[config.mk]
export PLATFORM = sky130hd
export DESIGN_NAME = link_state_tracker_with_backoff
export DESIGN_NICKNAME = d
export VERILOG_FILES = /design/src/rtl/lstb_pkg.sv /design/src/rtl/lstb_div.sv /design/src/rtl/lstb_backoff.sv /design/src/rtl/link_state_tracker_with_backoff.sv
export SDC_FILE = /design/constraint.sdc
export NUM_CORES = 1
export LEC_CHECK = 0
export BUFFER_PORTS_ARGS = -buffer_cell sky130_fd_sc_hd__buf_2
export CELL_PAD_IN_SITES_DETAIL_PLACEMENT = 0
export CELL_PAD_IN_SITES_GLOBAL_PLACEMENT = 2
export CORE_UTILIZATION = 40
export CTS_CLUSTER_SIZE = 40
export DETAILED_ROUTE_END_ITERATION = 8
export HOLD_SLACK_MARGIN = 0.02
export PLACE_DENSITY = 0.89
export SYNTH_ARGS = -nofsm -noshare
export SYNTH_HDL_FRONTEND = slang
export SYNTH_SLANG_ARGS = --single-unit
[constraint.sdc]
create_clock -name i_clk -period 5 [get_ports i_clk]
set_input_delay 1 -clock i_clk [delete_from_list [all_inputs] [get_ports i_clk]]
set_output_delay 1 -clock i_clk [all_outputs]
set_load 0.1 [all_outputs]
[src/rtl/lstb_pkg.sv]
// ----------------------------------------------------------------------------
// lstb_pkg: shared types and constants of the link state tracker
// Level and event codes, field widths, reset values and result packing.
// ----------------------------------------------------------------------------
package lstb_pkg;

    localparam int BO_W     = 19;   // backoff and its registers
    localparam int JP_W     = 6;    // jitter percent
    localparam int PROD_W   = BO_W + JP_W;
    localparam int RND_W    = 32;   // random word, divider dividend
    localparam int DEN_W    = BO_W + 1; // divisor: 100 or twice the jitter
    localparam int LVL_W    = 3;
    localparam int MODE_W   = 3;
    localparam int CFG_IDX_W = 2;
    localparam int IN_DATA_W  = 40;
    localparam int OUT_DATA_W = 32;

    localparam logic [BO_W-1:0] RESET_MIN    = BO_W'(5000);
    localparam logic [BO_W-1:0] RESET_MAX    = BO_W'(300000);
    localparam logic [JP_W-1:0] RESET_JITTER = JP_W'(25);
    localparam int              PCT_BASE     = 100;

    typedef enum logic [LVL_W-1:0] {
        LVL_NO_LINK     = 3'd0,
        LVL_NO_UPSTREAM = 3'd1,
        LVL_UNREG       = 3'd2,
        LVL_CONNECTING  = 3'd3,
        LVL_ONLINE      = 3'd4
    } t_level;

    typedef enum logic [MODE_W-1:0] {
        EV_LINK_UP      = 3'd0,
        EV_LINK_DOWN    = 3'd1,
        EV_SESSION_UP   = 3'd2,
        EV_SESSION_DOWN = 3'd3,
        EV_REG_CHANGE   = 3'd4,
        EV_CHECK        = 3'd5
    } t_event;

    typedef enum logic [CFG_IDX_W-1:0] {
        CFG_BACKOFF_MIN = 2'd0,
        CFG_BACKOFF_MAX = 2'd1,
        CFG_JITTER_PCT  = 2'd2
    } t_cfg_idx;

    typedef enum logic {
        ST_IDLE,
        ST_GROW
    } t_top_state;

    typedef enum logic [1:0] {
        BO_IDLE,
        BO_MUL,
        BO_SCALE,
        BO_JITTER
    } t_bo_state;

    typedef struct packed {
        logic busy;
        logic done;
    } t_bo_stat;

    function automatic logic [OUT_DATA_W-1:0] pack_result(
        input logic [LVL_W-1:0] old_lvl,
        input logic [LVL_W-1:0] new_lvl,
        input logic [BO_W-1:0]  backoff
    );
        logic up, upstream, online, chg;
        up       = (new_lvl >= LVL_NO_UPSTREAM);
        upstream = (new_lvl >= LVL_UNREG);
        online   = (new_lvl == LVL_ONLINE);
        chg      = (new_lvl != old_lvl);
        return {3'b000, backoff, online, upstream, up, chg, new_lvl, old_lvl};
    endfunction

endpackage

[src/rtl/lstb_div.sv]
// ----------------------------------------------------------------------------
// lstb_div: bit-serial restoring divider
// One quotient bit per cycle, dividend shifted out from the top.
// ----------------------------------------------------------------------------
module lstb_div
    import lstb_pkg::*;
#(
    parameter int DIVIDEND_W = RND_W,
    parameter int DIVISOR_W  = DEN_W
) (
    input  logic                  i_clk,
    input  logic                  i_rst_n,
    input  logic                  i_start,
    input  logic [DIVIDEND_W-1:0] i_dividend,
    input  logic [DIVISOR_W-1:0]  i_divisor,
    output logic                  o_done,
    output logic [DIVIDEND_W-1:0] o_quotient,
    output logic [DIVISOR_W-1:0]  o_remainder
);

    localparam int CNT_W = (DIVIDEND_W > 1) ? $clog2(DIVIDEND_W) : 1;

    logic                  r_busy;
    logic                  r_done;
    logic [CNT_W-1:0]      r_cnt;
    logic [DIVIDEND_W-1:0] r_q;
    logic [DIVISOR_W:0]    r_rem;
    logic [DIVISOR_W-1:0]  r_den;

    logic [DIVISOR_W:0]    w_trial;
    logic                  w_ge;

    always_comb begin
        w_trial = {r_rem[DIVISOR_W-1:0], r_q[DIVIDEND_W-1]};
        w_ge    = (w_trial >= {1'b0, r_den});
    end

    always_ff @(posedge i_clk) begin
        if (!i_rst_n) begin
            r_busy <= 1'b0;
            r_done <= 1'b0;
        end else begin
            r_done <= 1'b0;
            if (i_start) begin
                r_busy <= 1'b1;
            end else if (r_busy && r_cnt == '0) begin
                r_busy <= 1'b0;
                r_done <= 1'b1;
            end
        end
    end

    always_ff @(posedge i_clk) begin
        if (i_start) begin
            r_q   <= i_dividend;
            r_rem <= '0;
            r_den <= i_divisor;
            r_cnt <= CNT_W'(DIVIDEND_W - 1);
        end else if (r_busy) begin
            r_q   <= {r_q[DIVIDEND_W-2:0], w_ge};
            r_rem <= w_ge ? (w_trial - {1'b0, r_den}) : w_trial;
            r_cnt <= r_cnt - 1'b1;
        end
    end

    assign o_done      = r_done;
    assign o_quotient  = r_q;
    assign o_remainder = r_rem[DIVISOR_W-1:0];

endmodule

[src/rtl/lstb_backoff.sv]
// ----------------------------------------------------------------------------
// lstb_backoff: backoff growth sequencer
// Doubles and clamps the backoff, scales it by the jitter percent with a
// serial multiply, then divides by 100 and draws the jitter remainder.
// ----------------------------------------------------------------------------
module lstb_backoff
    import lstb_pkg::*;
(
    input  logic             i_clk,
    input  logic             i_rst_n,
    input  logic             i_start,
    input  logic [BO_W-1:0]  i_cur,
    input  logic [BO_W-1:0]  i_bmax,
    input  logic [JP_W-1:0]  i_jitter,
    input  logic [RND_W-1:0] i_rnd,
    output t_bo_stat         o_stat,
    output logic [BO_W-1:0]  o_backoff
);

    localparam int MUL_CNT_W = $clog2(JP_W);

    t_bo_state              r_state, n_state;
    logic                   r_done;
    logic [BO_W-1:0]        r_b;
    logic [BO_W-1:0]        r_j;
    logic [BO_W-1:0]        r_res;
    logic [PROD_W-1:0]      r_acc;
    logic [JP_W-1:0]        r_jp;
    logic [MUL_CNT_W-1:0]   r_cnt;
    logic [RND_W-1:0]       r_rnd;

    logic [PROD_W-1:0]      n_acc;
    logic [BO_W:0]          w_dbl;
    logic [BO_W-1:0]        w_clamped;
    logic                   w_div_start;
    logic [RND_W-1:0]       w_div_num;
    logic [DEN_W-1:0]       w_div_den;
    logic                   w_div_done;
    logic [RND_W-1:0]       w_div_q;
    logic [DEN_W-1:0]       w_div_r;
    logic [BO_W-1:0]        w_j;
    logic [BO_W+1:0]        w_sum;
    logic [BO_W-1:0]        w_sat;

    always_comb begin
        w_dbl     = {i_cur, 1'b0};
        w_clamped = (w_dbl > {1'b0, i_bmax}) ? i_bmax : w_dbl[BO_W-1:0];
        n_acc     = {r_acc[PROD_W-2:0], 1'b0}
                  + (r_jp[JP_W-1] ? PROD_W'(r_b) : PROD_W'(0));
        w_j       = w_div_q[BO_W-1:0];
        w_sum     = {2'b00, r_b} - {2'b00, r_j} + {1'b0, w_div_r};
        w_sat     = (w_sum[BO_W+1:BO_W] != 2'b00) ? '1 : w_sum[BO_W-1:0];
    end

    always_comb begin
        n_state     = r_state;
        w_div_start = 1'b0;
        w_div_num   = RND_W'(n_acc);
        w_div_den   = DEN_W'(PCT_BASE);
        case (r_state)
            BO_IDLE: begin
                if (i_start) begin
                    n_state = BO_MUL;
                end
            end
            BO_MUL: begin
                if (r_cnt == '0) begin
                    w_div_start = 1'b1;
                    n_state     = BO_SCALE;
                end
            end
            BO_SCALE: begin
                if (w_div_done) begin
                    if (w_j == '0) begin
                        n_state = BO_IDLE;
                    end else begin
                        w_div_start = 1'b1;
                        w_div_num   = r_rnd;
                        w_div_den   = {w_j, 1'b0};
                        n_state     = BO_JITTER;
                    end
                end
            end
            BO_JITTER: begin
                if (w_div_done) begin
                    n_state = BO_IDLE;
                end
            end
            default: begin
                n_state = BO_IDLE;
            end
        endcase
    end

    always_ff @(posedge i_clk) begin
        if (!i_rst_n) begin
            r_state <= BO_IDLE;
            r_done  <= 1'b0;
        end else begin
            r_state <= n_state;
            r_done  <= ((r_state == BO_SCALE) || (r_state == BO_JITTER))
                       && (n_state == BO_IDLE);
        end
    end

    always_ff @(posedge i_clk) begin
        case (r_state)
            BO_IDLE: begin
                r_b   <= w_clamped;
                r_acc <= '0;
                r_jp  <= i_jitter;
                r_rnd <= i_rnd;
                r_cnt <= MUL_CNT_W'(JP_W - 1);
            end
            BO_MUL: begin
                r_acc <= n_acc;
                r_jp  <= {r_jp[JP_W-2:0], 1'b0};
                r_cnt <= r_cnt - 1'b1;
            end
            BO_SCALE: begin
                r_j   <= w_j;
                r_res <= r_b;
            end
            BO_JITTER: begin
                r_res <= w_sat;
            end
            default: begin
                r_res <= r_res;
            end
        endcase
    end

    lstb_div #(
        .DIVIDEND_W (RND_W),
        .DIVISOR_W  (DEN_W)
    ) u_div (
        .i_clk       (i_clk),
        .i_rst_n     (i_rst_n),
        .i_start     (w_div_start),
        .i_dividend  (w_div_num),
        .i_divisor   (w_div_den),
        .o_done      (w_div_done),
        .o_quotient  (w_div_q),
        .o_remainder (w_div_r)
    );

    assign o_stat.busy = (r_state != BO_IDLE);
    assign o_stat.done = r_done;
    assign o_backoff   = r_res;

endmodule

[src/rtl/link_state_tracker_with_backoff.sv]
// ----------------------------------------------------------------------------
// link_state_tracker_with_backoff: five-level link state with retry backoff
// Tracks no link / no upstream / unregistered / connecting / online and a
// retry backoff that doubles with jitter on session loss.
// ----------------------------------------------------------------------------
// Usage:
//   s_axis carries one event per beat: tuser is the event kind, tdata holds
//   registered, check_ok and the random word. m_axis returns one result beat
//   per event with the old and new level, the status flags and the backoff.
//   The cfg channel writes backoff_min, backoff_max and jitter_percent; it
//   is always ready and is to be written only while no event is in flight.
//   Most events pass from acceptance through the holding stage and the
//   output stage to m_axis. A session down at connecting or online runs
//   the backoff sequencer: 6 multiply steps and two 32-step serial
//   divisions; with zero jitter the second division is skipped. The
//   serial divider takes one quotient bit per cycle. An event is taken
//   only while no backoff is growing and the holding stage is empty; a
//   result beat waits in a holding stage and an output stage, so one more
//   event is taken while the receiver stalls.
//   Reset: level goes to no link, backoff and registers to their defaults.
// ----------------------------------------------------------------------------
module link_state_tracker_with_backoff
    import lstb_pkg::*;
(
    input  logic                  i_clk,
    input  logic                  i_rst_n,
    input  logic                  s_axis_tvalid,
    output logic                  s_axis_tready,
    input  logic [IN_DATA_W-1:0]  s_axis_tdata,  // registered, check_ok, random_word[31:0], pad
    input  logic [MODE_W-1:0]     s_axis_tuser,  // mode
    output logic                  m_axis_tvalid,
    input  logic                  m_axis_tready,
    output logic [OUT_DATA_W-1:0] m_axis_tdata,  // old_level, new_level, changed, link_up,
                                                 // upstream_up, is_online, backoff_now, pad
    input  logic                  i_cfg_valid,
    output logic                  o_cfg_ready,
    input  logic [CFG_IDX_W-1:0]  i_cfg_index,
    input  logic [BO_W-1:0]       i_cfg_data
);

    t_top_state              r_state;
    logic [LVL_W-1:0]        r_level, n_level;
    logic [BO_W-1:0]         r_backoff, n_backoff;
    logic [LVL_W-1:0]        r_old;
    logic [BO_W-1:0]         r_bmin;
    logic [BO_W-1:0]         r_bmax;
    logic [JP_W-1:0]         r_jitter;
    logic                    r_hold_valid;
    logic [OUT_DATA_W-1:0]   r_hold_data;
    logic                    r_out_valid;
    logic [OUT_DATA_W-1:0]   r_out_data;

    logic                    w_accept;
    logic                    w_grow;
    logic                    w_move;
    logic                    w_reg;
    logic                    w_ok;
    logic [RND_W-1:0]        w_rnd;
    t_bo_stat                w_bo;
    logic [BO_W-1:0]         w_bo_res;

    assign w_reg = s_axis_tdata[0];
    assign w_ok  = s_axis_tdata[1];
    assign w_rnd = s_axis_tdata[RND_W+1:2];

    assign s_axis_tready = (r_state == ST_IDLE) && !r_hold_valid;
    assign w_accept      = s_axis_tvalid && s_axis_tready;
    assign w_move        = r_hold_valid && (!r_out_valid || m_axis_tready);
    assign o_cfg_ready   = 1'b1;

    always_comb begin
        n_level   = r_level;
        n_backoff = r_backoff;
        w_grow    = 1'b0;
        case (s_axis_tuser)
            EV_LINK_UP: begin
                n_level = LVL_NO_UPSTREAM;
            end
            EV_LINK_DOWN: begin
                n_level   = LVL_NO_LINK;
                n_backoff = r_bmin;
            end
            EV_SESSION_UP: begin
                n_level   = LVL_ONLINE;
                n_backoff = r_bmin;
            end
            EV_SESSION_DOWN: begin
                if (r_level >= LVL_CONNECTING) begin
                    n_level = w_reg ? LVL_CONNECTING : LVL_UNREG;
                    w_grow  = 1'b1;
                end
            end
            EV_REG_CHANGE: begin
                if (r_level == LVL_UNREG && w_reg) begin
                    n_level = LVL_CONNECTING;
                end else if (r_level >= LVL_CONNECTING && !w_reg) begin
                    n_level = LVL_UNREG;
                end
            end
            EV_CHECK: begin
                if (w_ok) begin
                    if (r_level == LVL_NO_UPSTREAM) begin
                        n_level = w_reg ? LVL_CONNECTING : LVL_UNREG;
                    end
                end else if (r_level > LVL_NO_UPSTREAM) begin
                    n_level = LVL_NO_UPSTREAM;
                end
            end
            default: begin
                n_level = r_level;
            end
        endcase
    end

    always_ff @(posedge i_clk) begin
        if (!i_rst_n) begin
            r_state      <= ST_IDLE;
            r_level      <= LVL_NO_LINK;
            r_backoff    <= RESET_MIN;
            r_bmin       <= RESET_MIN;
            r_bmax       <= RESET_MAX;
            r_jitter     <= RESET_JITTER;
            r_hold_valid <= 1'b0;
            r_out_valid  <= 1'b0;
        end else begin
            if (i_cfg_valid) begin
                case (i_cfg_index)
                    CFG_BACKOFF_MIN: r_bmin   <= i_cfg_data;
                    CFG_BACKOFF_MAX: r_bmax   <= i_cfg_data;
                    CFG_JITTER_PCT:  r_jitter <= i_cfg_data[JP_W-1:0];
                    default:         r_bmin   <= r_bmin;
                endcase
            end

            if (w_move) begin
                r_out_valid <= 1'b1;
            end else if (m_axis_tready) begin
                r_out_valid <= 1'b0;
            end

            case (r_state)
                ST_IDLE: begin
                    if (w_move) begin
                        r_hold_valid <= 1'b0;
                    end
                    if (w_accept) begin
                        r_level   <= n_level;
                        r_backoff <= n_backoff;
                        if (w_grow) begin
                            r_state <= ST_GROW;
                        end else begin
                            r_hold_valid <= 1'b1;
                        end
                    end
                end
                ST_GROW: begin
                    if (w_move) begin
                        r_hold_valid <= 1'b0;
                    end
                    if (w_bo.done) begin
                        r_backoff    <= w_bo_res;
                        r_hold_valid <= 1'b1;
                        r_state      <= ST_IDLE;
                    end
                end
                default: begin
                    r_state <= ST_IDLE;
                end
            endcase
        end
    end

    always_ff @(posedge i_clk) begin
        if (w_move) begin
            r_out_data <= r_hold_data;
        end
        if (w_accept) begin
            r_old       <= r_level;
            r_hold_data <= pack_result(r_level, n_level, n_backoff);
        end else if (r_state == ST_GROW && w_bo.done) begin
            r_hold_data <= pack_result(r_old, r_level, w_bo_res);
        end
    end

    lstb_backoff u_backoff (
        .i_clk     (i_clk),
        .i_rst_n   (i_rst_n),
        .i_start   (w_accept && w_grow),
        .i_cur     (r_backoff),
        .i_bmax    (r_bmax),
        .i_jitter  (r_jitter),
        .i_rnd     (w_rnd),
        .o_stat    (w_bo),
        .o_backoff (w_bo_res)
    );

    assign m_axis_tvalid = r_out_valid;
    assign m_axis_tdata  = r_out_data;

    a_seq_idle: assert property (@(posedge i_clk) disable iff (!i_rst_n)
        (r_state == ST_IDLE) |-> (!w_bo.busy && !w_bo.done))
        else $error("backoff sequencer active while tracker idle");

    a_level_range: assert property (@(posedge i_clk) disable iff (!i_rst_n)
        r_level <= LVL_ONLINE)
        else $error("level out of range");

    a_link_down: assert property (@(posedge i_clk) disable iff (!i_rst_n)
        (w_accept && s_axis_tuser == EV_LINK_DOWN)
        |=> (r_level == LVL_NO_LINK && r_backoff == $past(r_bmin)))
        else $error("link down did not restore level and backoff");

    a_online_flag: assert property (@(posedge i_clk) disable iff (!i_rst_n)
        m_axis_tvalid |-> (m_axis_tdata[9] == (m_axis_tdata[5:3] == LVL_ONLINE)))
        else $error("online flag disagrees with new level");

endmodule
==> results of run 1 <==
## flip-flops by register name, summed over array words and instances (netlist names), 20 cells and up
signal                      cells
u_backoff.u_div.r_rem          20
m_axis_tdata                   29
r_hold_data                    29
u_backoff.r_rnd                32
u_backoff.r_acc                24
u_backoff.u_div.o_quotient     32
## repair_timing
action / CTS / global route
buffers inserted: 0 / 5
hold endpoints to repair: 0 / 0
endpoints found under the setup margin: 0 / 19
hold buffers: 0 / 0
gates resized for setup: 0 / 8
## through the flow
step                area [µm²]  std cells  hold WS (ns)  power [mW]
finish                   20000       2418         0.417        7.71
global route             20000       2417         0.422        8.05
CTS                      20000       2412         0.419        7.74
detailed placement       18700       2342         0.405        4.89
global placement         18700       2342         0.402        4.86
floorplan                17600       1709         0.400        4.47
## cell families (layout without fill, tap and decap cells)
| family | count (synthesis) | count (layout) | synth area share |
|---|---|---|---|
| adders and majority gates | 106 | 106 | 0.0773 |
| buffers and inverters | 174 | 297 | 0.0390 |
| and+or+nand+nor | 521 | 521 | 0.140 |
| AOI/OAI and AO/OA | 450 | 450 | 0.165 |
| other | 2 | 5 | 0.000428 |
| xor gates and xnor gates | 75 | 75 | 0.0374 |
| muxes | 46 | 46 | 0.0279 |
| DFF | 333 | 333 | 0.513 |
## synth_stat cells (all sizes together), types with 17 or more instances
cell type / count
mux2: 24
edfxtp: 234
nand2: 228
xor2: 19
and2: 53
a31oi: 41
nand2b: 17
inv: 99
nor2b: 21
o22a: 18
dfxtp: 99
o211ai: 27
mux2i: 22
or3: 20
clkbuf: 64
ha: 102
o21ai: 102
o21a: 17
nor2: 94
a21oi: 123
a21boi: 25
xnor2: 56
nand3: 27
a21o: 27
## metal layers
| layer | vias up | share of wire | track usage |
|---|---|---|---|
| met5 | - | 0 | 0 |
| met4 | 0 | 0.030 | 0.0752 |
| met3 | 83 | 0.055 | 0.0349 |
| met2 | 308 | 0.45 | 0.321 |
| met1 | 6306 | 0.46 | 0.281 |
| li1 | 6344 | - | - |
## power by group through the flow
stage	clock (mW)	sequential, mW	combinational, mW
final	2.84	3.32	1.55
after global routing	3.01	3.34	1.71
after CTS	2.90	3.32	1.52
after detailed placement	0	3.38	1.51
after global placement	0	3.37	1.49
after floorplan	0	3.37	1.10
## worst reg2reg max path: stages (launching register included)
cell	delay, ns
sky130_fd_sc_hd__edfxtp_1	0.45
sky130_fd_sc_hd__ha_1	0.36
sky130_fd_sc_hd__nor2b_1	0.14
sky130_fd_sc_hd__o21ai_0	0.15
sky130_fd_sc_hd__nand2b_1	0.12
sky130_fd_sc_hd__a311oi_2	0.31
sky130_fd_sc_hd__buf_4	0.19
sky130_fd_sc_hd__a21oi_1	0.10
sky130_fd_sc_hd__a21o_1	0.22
sky130_fd_sc_hd__a211oi_1	0.24
sky130_fd_sc_hd__nor3_1	0.08
sky130_fd_sc_hd__ha_1	0.32
sky130_fd_sc_hd__a21o_1	0.17
sky130_fd_sc_hd__a21o_1	0.21
sky130_fd_sc_hd__o21ai_0	0.14
sky130_fd_sc_hd__or2b_1	0.23
sky130_fd_sc_hd__o31a_1	0.15
sky130_fd_sc_hd__a221oi_2	0.31
sky130_fd_sc_hd__and3_4	0.25
sky130_fd_sc_hd__o21ai_4	0.06
sky130_fd_sc_hd__buf_6	0.17
sky130_fd_sc_hd__o22a_2	0.21
## area by class of cell
type / instances / share of cell area
Sequential cell: 333 / 0.450
Antenna cell: 1 / 0.000125
Multi-Input combinational cell: 1202 / 0.395
Clock buffer: 51 / 0.0536
Inverter: 99 / 0.0185
Clock inverter: 19 / 0.00974
Timing Repair Buffer: 128 / 0.0365
Tap cell: 585 / 0.0365
## cell usage in the layout (no fill, tap or decap), types with 20 or more instances in the layout
cell type	n
sky130_fd_sc_hd__o21ai_0	99
sky130_fd_sc_hd__o211ai_1	26
sky130_fd_sc_hd__ha_1	100
sky130_fd_sc_hd__nor2b_1	20
sky130_fd_sc_hd__a21oi_1	122
sky130_fd_sc_hd__a21boi_0	25
sky130_fd_sc_hd__xnor2_1	56
sky130_fd_sc_hd__buf_2	93
sky130_fd_sc_hd__dfxtp_1	99
sky130_fd_sc_hd__a31oi_1	41
sky130_fd_sc_hd__nand3_1	27
sky130_fd_sc_hd__clkbuf_16	41
sky130_fd_sc_hd__buf_4	34
sky130_fd_sc_hd__and2_1	52
sky130_fd_sc_hd__a21o_1	25
sky130_fd_sc_hd__edfxtp_1	234
sky130_fd_sc_hd__nor2_1	94
sky130_fd_sc_hd__nand2_1	227
sky130_fd_sc_hd__inv_1	98
sky130_fd_sc_hd__mux2_2	22
sky130_fd_sc_hd__mux2i_1	22
## worst paths after layout
check / startpoint / endpoint / slack (ns)
max reg2reg: u_backoff.r_b[2] / u_backoff.o_backoff[7] / 0.19
max: u_backoff.r_b[2] / u_backoff.o_backoff[7] / 0.19
min: r_hold_data[3] / m_axis_tdata[3] / 0.42
min reg2reg: r_hold_data[3] / m_axis_tdata[3] / 0.42
==> flow_summary.rst, run 1 <==
.. list-table::
   :header-rows: 1

   * - Metric
     - Value
   * - Clock insertion delay at the later pin of the skew report
     - 0.55 ns
   * - Top-area cell type share of the netlist area
     - 0.400
   * - Total power density per cell area
     - approximately 380 nW/µm²
   * - Die area
     - 44,700 µm²
   * - Instance count of the mapped netlist
     - about 1,700
   * - Max VDD drop
     - 0.236 mV
   * - Critical path startpoint category
     - register
   * - Initial antenna violation count
     - 0
   * - Net Sw Power
     - approximately 2.2 mW
   * - Reg area
     - about 9000 µm²
   * - Placer congestion estimate
     - slightly below 0.9
   * - CTS root buf
     - sky130_fd_sc_hd__clkbuf_16
   * - CTS clock-pin slew for the worst setup and hold paths
     - 0.06 ns
   * - Power share of the clock group
     - 0.369
   * - Max-cap violations
     - 0
   * - Via count of the first global-routing pass
     - 12,400
   * - Data arrival time of the critical path
     - slightly above 5 ns
   * - Core region area
     - between 40,000 and 50,000 µm²
   * - Biggest area consumer among synthesized cells
     - sky130_fd_sc_hd__edfxtp_1
   * - Die height
     - ~210 µm
   * - Buf+Inv Stages, Crit Path
     - 2
   * - Share of the clock period used by the worst path after layout
     - 0.962
   * - Achievable Freq
     - between 200 and 250 MHz
   * - Fraction of power consumed by sequential logic
     - 0.431
   * - Remaining number of nets flagged by the antenna check after routing
     - 0
   * - Count of port buffers added during placement
     - 93
   * - Detailed Place HPWL
     - 32.4 mm
   * - Post-synthesis sequential area ratio
     - 0.513
   * - Total routed wirelength
     - between 40 and 50 mm
   * - Critical-path cell list
     - ha_1, nor2b_1, o21ai_0, nand2b_1, a311oi_2, buf_4, a21oi_1, a21o_1, a211oi_1, nor3_1, ha_1, a21o_1, a21o_1, o21ai_0, or2b_1, o31a_1, a221oi_2, and3_4, o21ai_4, buf_6, o22a_2
   * - Gate power share
     - 0.201
   * - Number of cells on the critical path
     - 21
   * - Pin count of the biggest net entering global routing
     - 50
   * - DR pass1 iterations
     - 5
   * - Area delta synth->final
     - 14.1%
   * - Layout cells sized above 1
     - 0.132
   * - Number of top-level design ports
     - 104
   * - Slew at the pin closest to its max-slew limit
     - roughly 1.1 ns
   * - Level count of the clock H-tree
     - 2
   * - Total CTS buffers
     - 38
   * - FILL cells
     - 4,127
   * - Cell class contributing the biggest share of worst-path delay
     - compound AO/OA/AOI/OAI gates
   * - Post-synthesis area per instance
     - 10.3 µm²
   * - Count of different cell masters after synthesis
     - 85
   * - Deepest clock path buffer count
     - 3
   * - Final Util
     - 0.464
   * - Max transition margin
     - 0.285
   * - Routed length per placed instance
     - around 19 µm
   * - Number of synthesized flops with an enable pin
     - between 200 and 250
   * - Routed via count
     - 13,000
   * - DRC violation total after the first TritonRoute iteration
     - 965
   * - Residual DRC count
     - 0
   * - Via/cell ratio
     - around 5.4
   * - Num rows
     - 76
   * - Area taken by multi-input logic gates
     - roughly 7900 µm²
   * - Share of synthesized flip-flops with an asynchronous set or reset
     - 0
   * - DIE WIDTH
     - ~210 µm
   * - Post-route worst setup slack
     - 0.192 ns
   * - GRT Overall Usage
     - 0.204
   * - Top post-synthesis cells by area
     - sky130_fd_sc_hd__edfxtp_1 (40%), sky130_fd_sc_hd__dfxtp_1 (11%), sky130_fd_sc_hd__ha_1 (7.3%)
   * - Synthesized area
     - 17,600 µm²
   * - Switching Fraction
     - 0.287
   * - Slowest cell on the critical path
     - sky130_fd_sc_hd__edfxtp_1
   * - Setup total negative slack
     - 0 ns
   * - Total leakage power
     - approximately 8.0 nW
   * - Number of nets in the layout
     - between 1,500 and 2,000
   * - Final-report max-slew violation count
     - 0
   * - Most used flip-flop cell after synthesis
     - sky130_fd_sc_hd__edfxtp_1
   * - Post-Route Skew
     - approximately 0.020 ns
   * - Internal power
     - around 5.5 mW
   * - Worst slack after detailed placement
     - about 0.15 ns
   * - TritonCTS sink count
     - 333
   * - Worst Path Max Fanout
     - 18
   * - Required time of the worst setup path
     - ~5.3 ns
   * - Worst setup EP type
     - register
   * - Start-to-end type of the worst setup path
     - reg -> reg
   * - WHS Path Cells
     - 0
   * - TritonCTS clock tree
     - built
   * - Global-route wire length before repair
     - around 70 mm
   * - Worst-case reg-to-reg path depth
     - 21
   * - Starting density of the core
     - 0.407
   * - Final Hold Vio Count
     - 0
   * - Remaining Overflow, GRT
     - 0
   * - Crit path time final
     - slightly below 5 ns
   * - Outcome
     - finished clean
   * - Synth Warn #
     - 0
   * - Delay contributed by the slowest stage of the critical path
     - 0.45 ns
   * - Type of the tightest min-delay check
     - reg -> reg
   * - Dominant cell type by count on the critical path
     - sky130_fd_sc_hd__a21o_1
   * - Final-report setup violation count
     - 0
   * - Register bit count reported by yosys
     - roughly 330
(Power assumes the default switching activity.)
==> inputs of run 2 (changes only) <==
==> constraint.sdc (replaced) <==
create_clock -name i_clk -period 4.8 [get_ports i_clk]
set_input_delay 0.96 -clock i_clk [delete_from_list [all_inputs] [get_ports i_clk]]
set_output_delay 0.96 -clock i_clk [all_outputs]
set_load 0.1 [all_outputs]
==> run 2 against run 1 <==
- sequential share of layout area rose by 0.082 points
- final cell count is 0.21% higher
- largest power group unchanged
- combinational power increased by 6%
- register-to-register slack better by 0.04 ns
- setup slack better by 0.043 ns
- critical path type unchanged
- utilization fell by 0.084 points
- critical endpoint is now u_backoff.o_backoff[6]
- cell area down 0.18%
- highest routed layer is now met5
==> flow_summary.rst, run 2 (synthesis results as in run 1) <==
.. list-table::
   :header-rows: 1

   * - Metric
     - Value
   * - DRC violation total after the first TritonRoute iteration
     - 984 (+2.0%)
   * - Post-layout power
     - 7.82 mW (+1.4%)
   * - Via count of the first global-routing pass
     - 12,500 (+0.056%)
   * - Post-route worst setup slack
     - 0.235 ns (+0.0429 ns)
   * - DIE WIDTH
     - 211 µm (unchanged)
   * - Count of port buffers added during placement
     - 93 (unchanged)
   * - Delay contributed by the slowest stage of the critical path
     - 0.40 ns (-0.05 ns)
   * - Residual DRC count
     - 0 (unchanged)
   * - Remaining Overflow, GRT
     - 0 (unchanged)
   * - Detailed-routing wirelength on met1
     - 20.7 mm (-1.9%)
   * - Remaining number of nets flagged by the antenna check after routing
     - 0 (unchanged)
   * - Total of hold buffers inserted after clock tree synthesis
     - 0 (unchanged)
   * - Initial antenna violation count
     - 2 (+2)
   * - Pin count of the biggest net entering global routing
     - 63 (+26%)
   * - Power share of the clock group
     - 0.350 (-0.019)
   * - Top sig layer
     - met5
   * - Total routed wirelength
     - 45.0 mm (-1.0%)
   * - Type of the tightest min-delay check
     - reg -> reg
   * - Via/cell ratio
     - 5.33 (-1.2%)
   * - Detailed Place HPWL
     - 32.5 mm (+0.50%)
   * - Level count of the clock H-tree
     - 2 (unchanged)
   * - Share of the clock period used by the worst path after layout
     - 0.951 (-0.0105)
   * - CTS root buf
     - sky130_fd_sc_hd__clkbuf_16
   * - Deepest clock path buffer count
     - 3 (unchanged)
   * - Total leakage power
     - 7.97 nW (about the same)
   * - Worst Path Max Fanout
     - 18 (unchanged)
   * - Leading cell type in the layout, fill and taps excluded
     - sky130_fd_sc_hd__edfxtp_1
   * - Post-Route Skew
     - 0.0148 ns (-0.00549 ns)
   * - Max-cap violations
     - 0 (unchanged)
   * - Start-to-end type of the worst setup path
     - reg -> reg
   * - Post-route worst hold slack
     - 0.417 ns (-0.000191 ns)
   * - TritonCTS clock tree
     - built
   * - Hold Startpoint
     - r_hold_data[19]
   * - Worst slack after detailed placement
     - -0.00494 ns (-0.151 ns)
   * - Setup total negative slack
     - 0 ns (unchanged)
   * - Switching Fraction
     - 0.291 (+0.00438)
   * - Gate power share
     - 0.209 (+0.008)
   * - ANT cells
     - 0 (-1)
   * - Slew at the pin closest to its max-slew limit
     - 1.16 ns (+0.0850 ns)
   * - Commonest cells after routing, fill and taps aside
     - sky130_fd_sc_hd__edfxtp_1 (234), sky130_fd_sc_hd__nand2_1 (227), sky130_fd_sc_hd__a21oi_1 (121)
   * - Number of top-level design ports
     - 104 (unchanged)
   * - Layout cells sized above 1
     - 0.138 (+0.00555)
   * - Core region area
     - 43,200 µm² (unchanged)
   * - Routed length per placed instance
     - 18.6 µm (-1.2%)
   * - Total power density per cell area
     - 391 nW/µm² (+1.5%)
   * - Critical path startpoint category
     - register
   * - Placer congestion estimate
     - 0.875 (+0.37%)
   * - Num rows
     - 76 (unchanged)
   * - Met3 wire length
     - 2.48 mm (-1.1%)
   * - Achievable Freq
     - 219 MHz (+5.3%)
   * - CTS clock-pin slew for the worst setup and hold paths
     - 0.06 ns (about the same)
   * - Final-report max-slew violation count
     - 0 (unchanged)
   * - Max transition margin
     - 0.228 (-0.0578)
   * - Clock insertion delay at the later pin of the skew report
     - 0.55 ns (about the same)
   * - Data arrival time of the critical path
     - 4.86 ns (-0.25 ns)
   * - Max VDD drop
     - 0.235 mV (-0.37%)
   * - Fraction of power consumed by sequential logic
     - 0.441 (+0.010)
   * - RR Startpoint
     - u_backoff.r_b[0]
   * - GRT Overall Usage
     - 0.203 (-0.000536)
   * - Reg2reg setup slack
     - 0.24 ns (+0.04 ns)
   * - Required time of the worst setup path
     - 5.10 ns (-0.20 ns)
   * - Routed wire length on met2
     - 20.7 mm (+1.3%)
   * - Critical-path cell list
     - inv_2, ha_4, fa_2, nor2b_1, o21ai_1, nand2b_1, a311oi_2, buf_4, a21oi_1, a21o_1, a211oi_2, nor3_2, ha_1, a21o_1, a21o_1, o21ai_1, or2b_1, o31a_1, a221oi_2, and3_4, o21ai_4, buf_6, o22a_2
   * - TritonCTS sink count
     - 333 (unchanged)
   * - Non-filler cells, final
     - 2,423 (+0.21%)
   * - Number of nets in the layout
     - 1,984 (+0.35%)
   * - Crit path launch
     - u_backoff.r_b[0]
   * - DR pass1 iterations
     - 6 (+1)
   * - Area delta synth->final
     - 13.9%
   * - Internal power
     - 5.54 mW (+0.74%)
   * - Global-route wire length before repair
     - 69.8 mm (-0.39%)
   * - Net Sw Power
     - 2.27 mW (+2.9%)
   * - Die height
     - 211 µm (unchanged)
   * - Final Util
     - 0.463 (-0.000840)
   * - Post-Place Cells
     - 2,349 (+0.30%)
   * - Final-report setup violation count
     - 0 (unchanged)
   * - Crit path time final
     - 4.56 ns (-0.243 ns)
   * - Worst setup EP type
     - register
   * - Slowest cell on the critical path
     - sky130_fd_sc_hd__edfxtp_1
   * - Dominant cell type by count on the critical path
     - sky130_fd_sc_hd__a21o_1
   * - Total CTS buffers
     - 37 (-2.6%)
   * - Outcome
     - finished clean
   * - Final Hold Vio Count
     - 0 (unchanged)
   * - Cell Area, Placed
     - 18,700 µm² (+0.28%)
   * - Post-route cell area
     - 20,000 µm² (-0.18%)
   * - FILL cells
     - 4,093 (-0.82%)
   * - Starting density of the core
     - 0.407 (unchanged)
   * - Die area
     - 44,700 µm² (unchanged)
   * - Routed via count
     - 12,900 (-1.0%)
## run 2: repair_timing
item                       4_1_cts  5_1_grt
pin swaps                        1        7
setup endpoints to repair       17       19
setup buffers                    0        6
gates resized for setup          3       10
## run 2: path summary, 6_finish.rpt
path,end,cells past startpoint
min reg2reg,m_axis_tdata[19],0
max,u_backoff.o_backoff[6],23
max reg2reg,u_backoff.o_backoff[6],23
min,m_axis_tdata[19],0
## run 2: area by class of cell
class | count | area, µm² | share of cell area
Sequential cell | 333 | 9010 | 0.450
Clock inverter | 17 | 124 | 0.00619
Inverter | 99 | 372 | 0.0186
Timing Repair Buffer | 136 | 792 | 0.0396
Clock buffer | 51 | 1040 | 0.0521
Multi-Input combinational cell | 1202 | 7930 | 0.397
Tap cell | 585 | 732 | 0.0366
## run 2: power by group through the flow
| stage | clock network, mW | registers [mW] | logic, mW |
|---|---|---|---|
| 2_1_floorplan | 0 | 3.51 | 1.14 |
| 3_3_place_gp | 0 | 3.50 | 1.58 |
| 3_5_place_dp | 0 | 3.51 | 1.60 |
| 6_report | 2.73 | 3.45 | 1.64 |
| 5_1_grt | 2.89 | 3.47 | 1.81 |
| 4_1_cts | 2.79 | 3.45 | 1.61 |
## run 2: per-layer routing
metal  track usage  vias up
met2         0.327      271
met3        0.0377       67
met5             0        -
met1         0.278     6205
li1              -     6363
met4        0.0597        2
## run 2: worst max-delay path: cells and delay by family, from the launching register on
| kind | cells | cell delay [ns] |
|---|---|---|
| flops | 1 | 0.40 |
| compound gates | 12 | 2.08 |
| buf+inv | 3 | 0.42 |
| fa+ha+maj | 3 | 0.69 |
| simple gates | 5 | 0.70 |
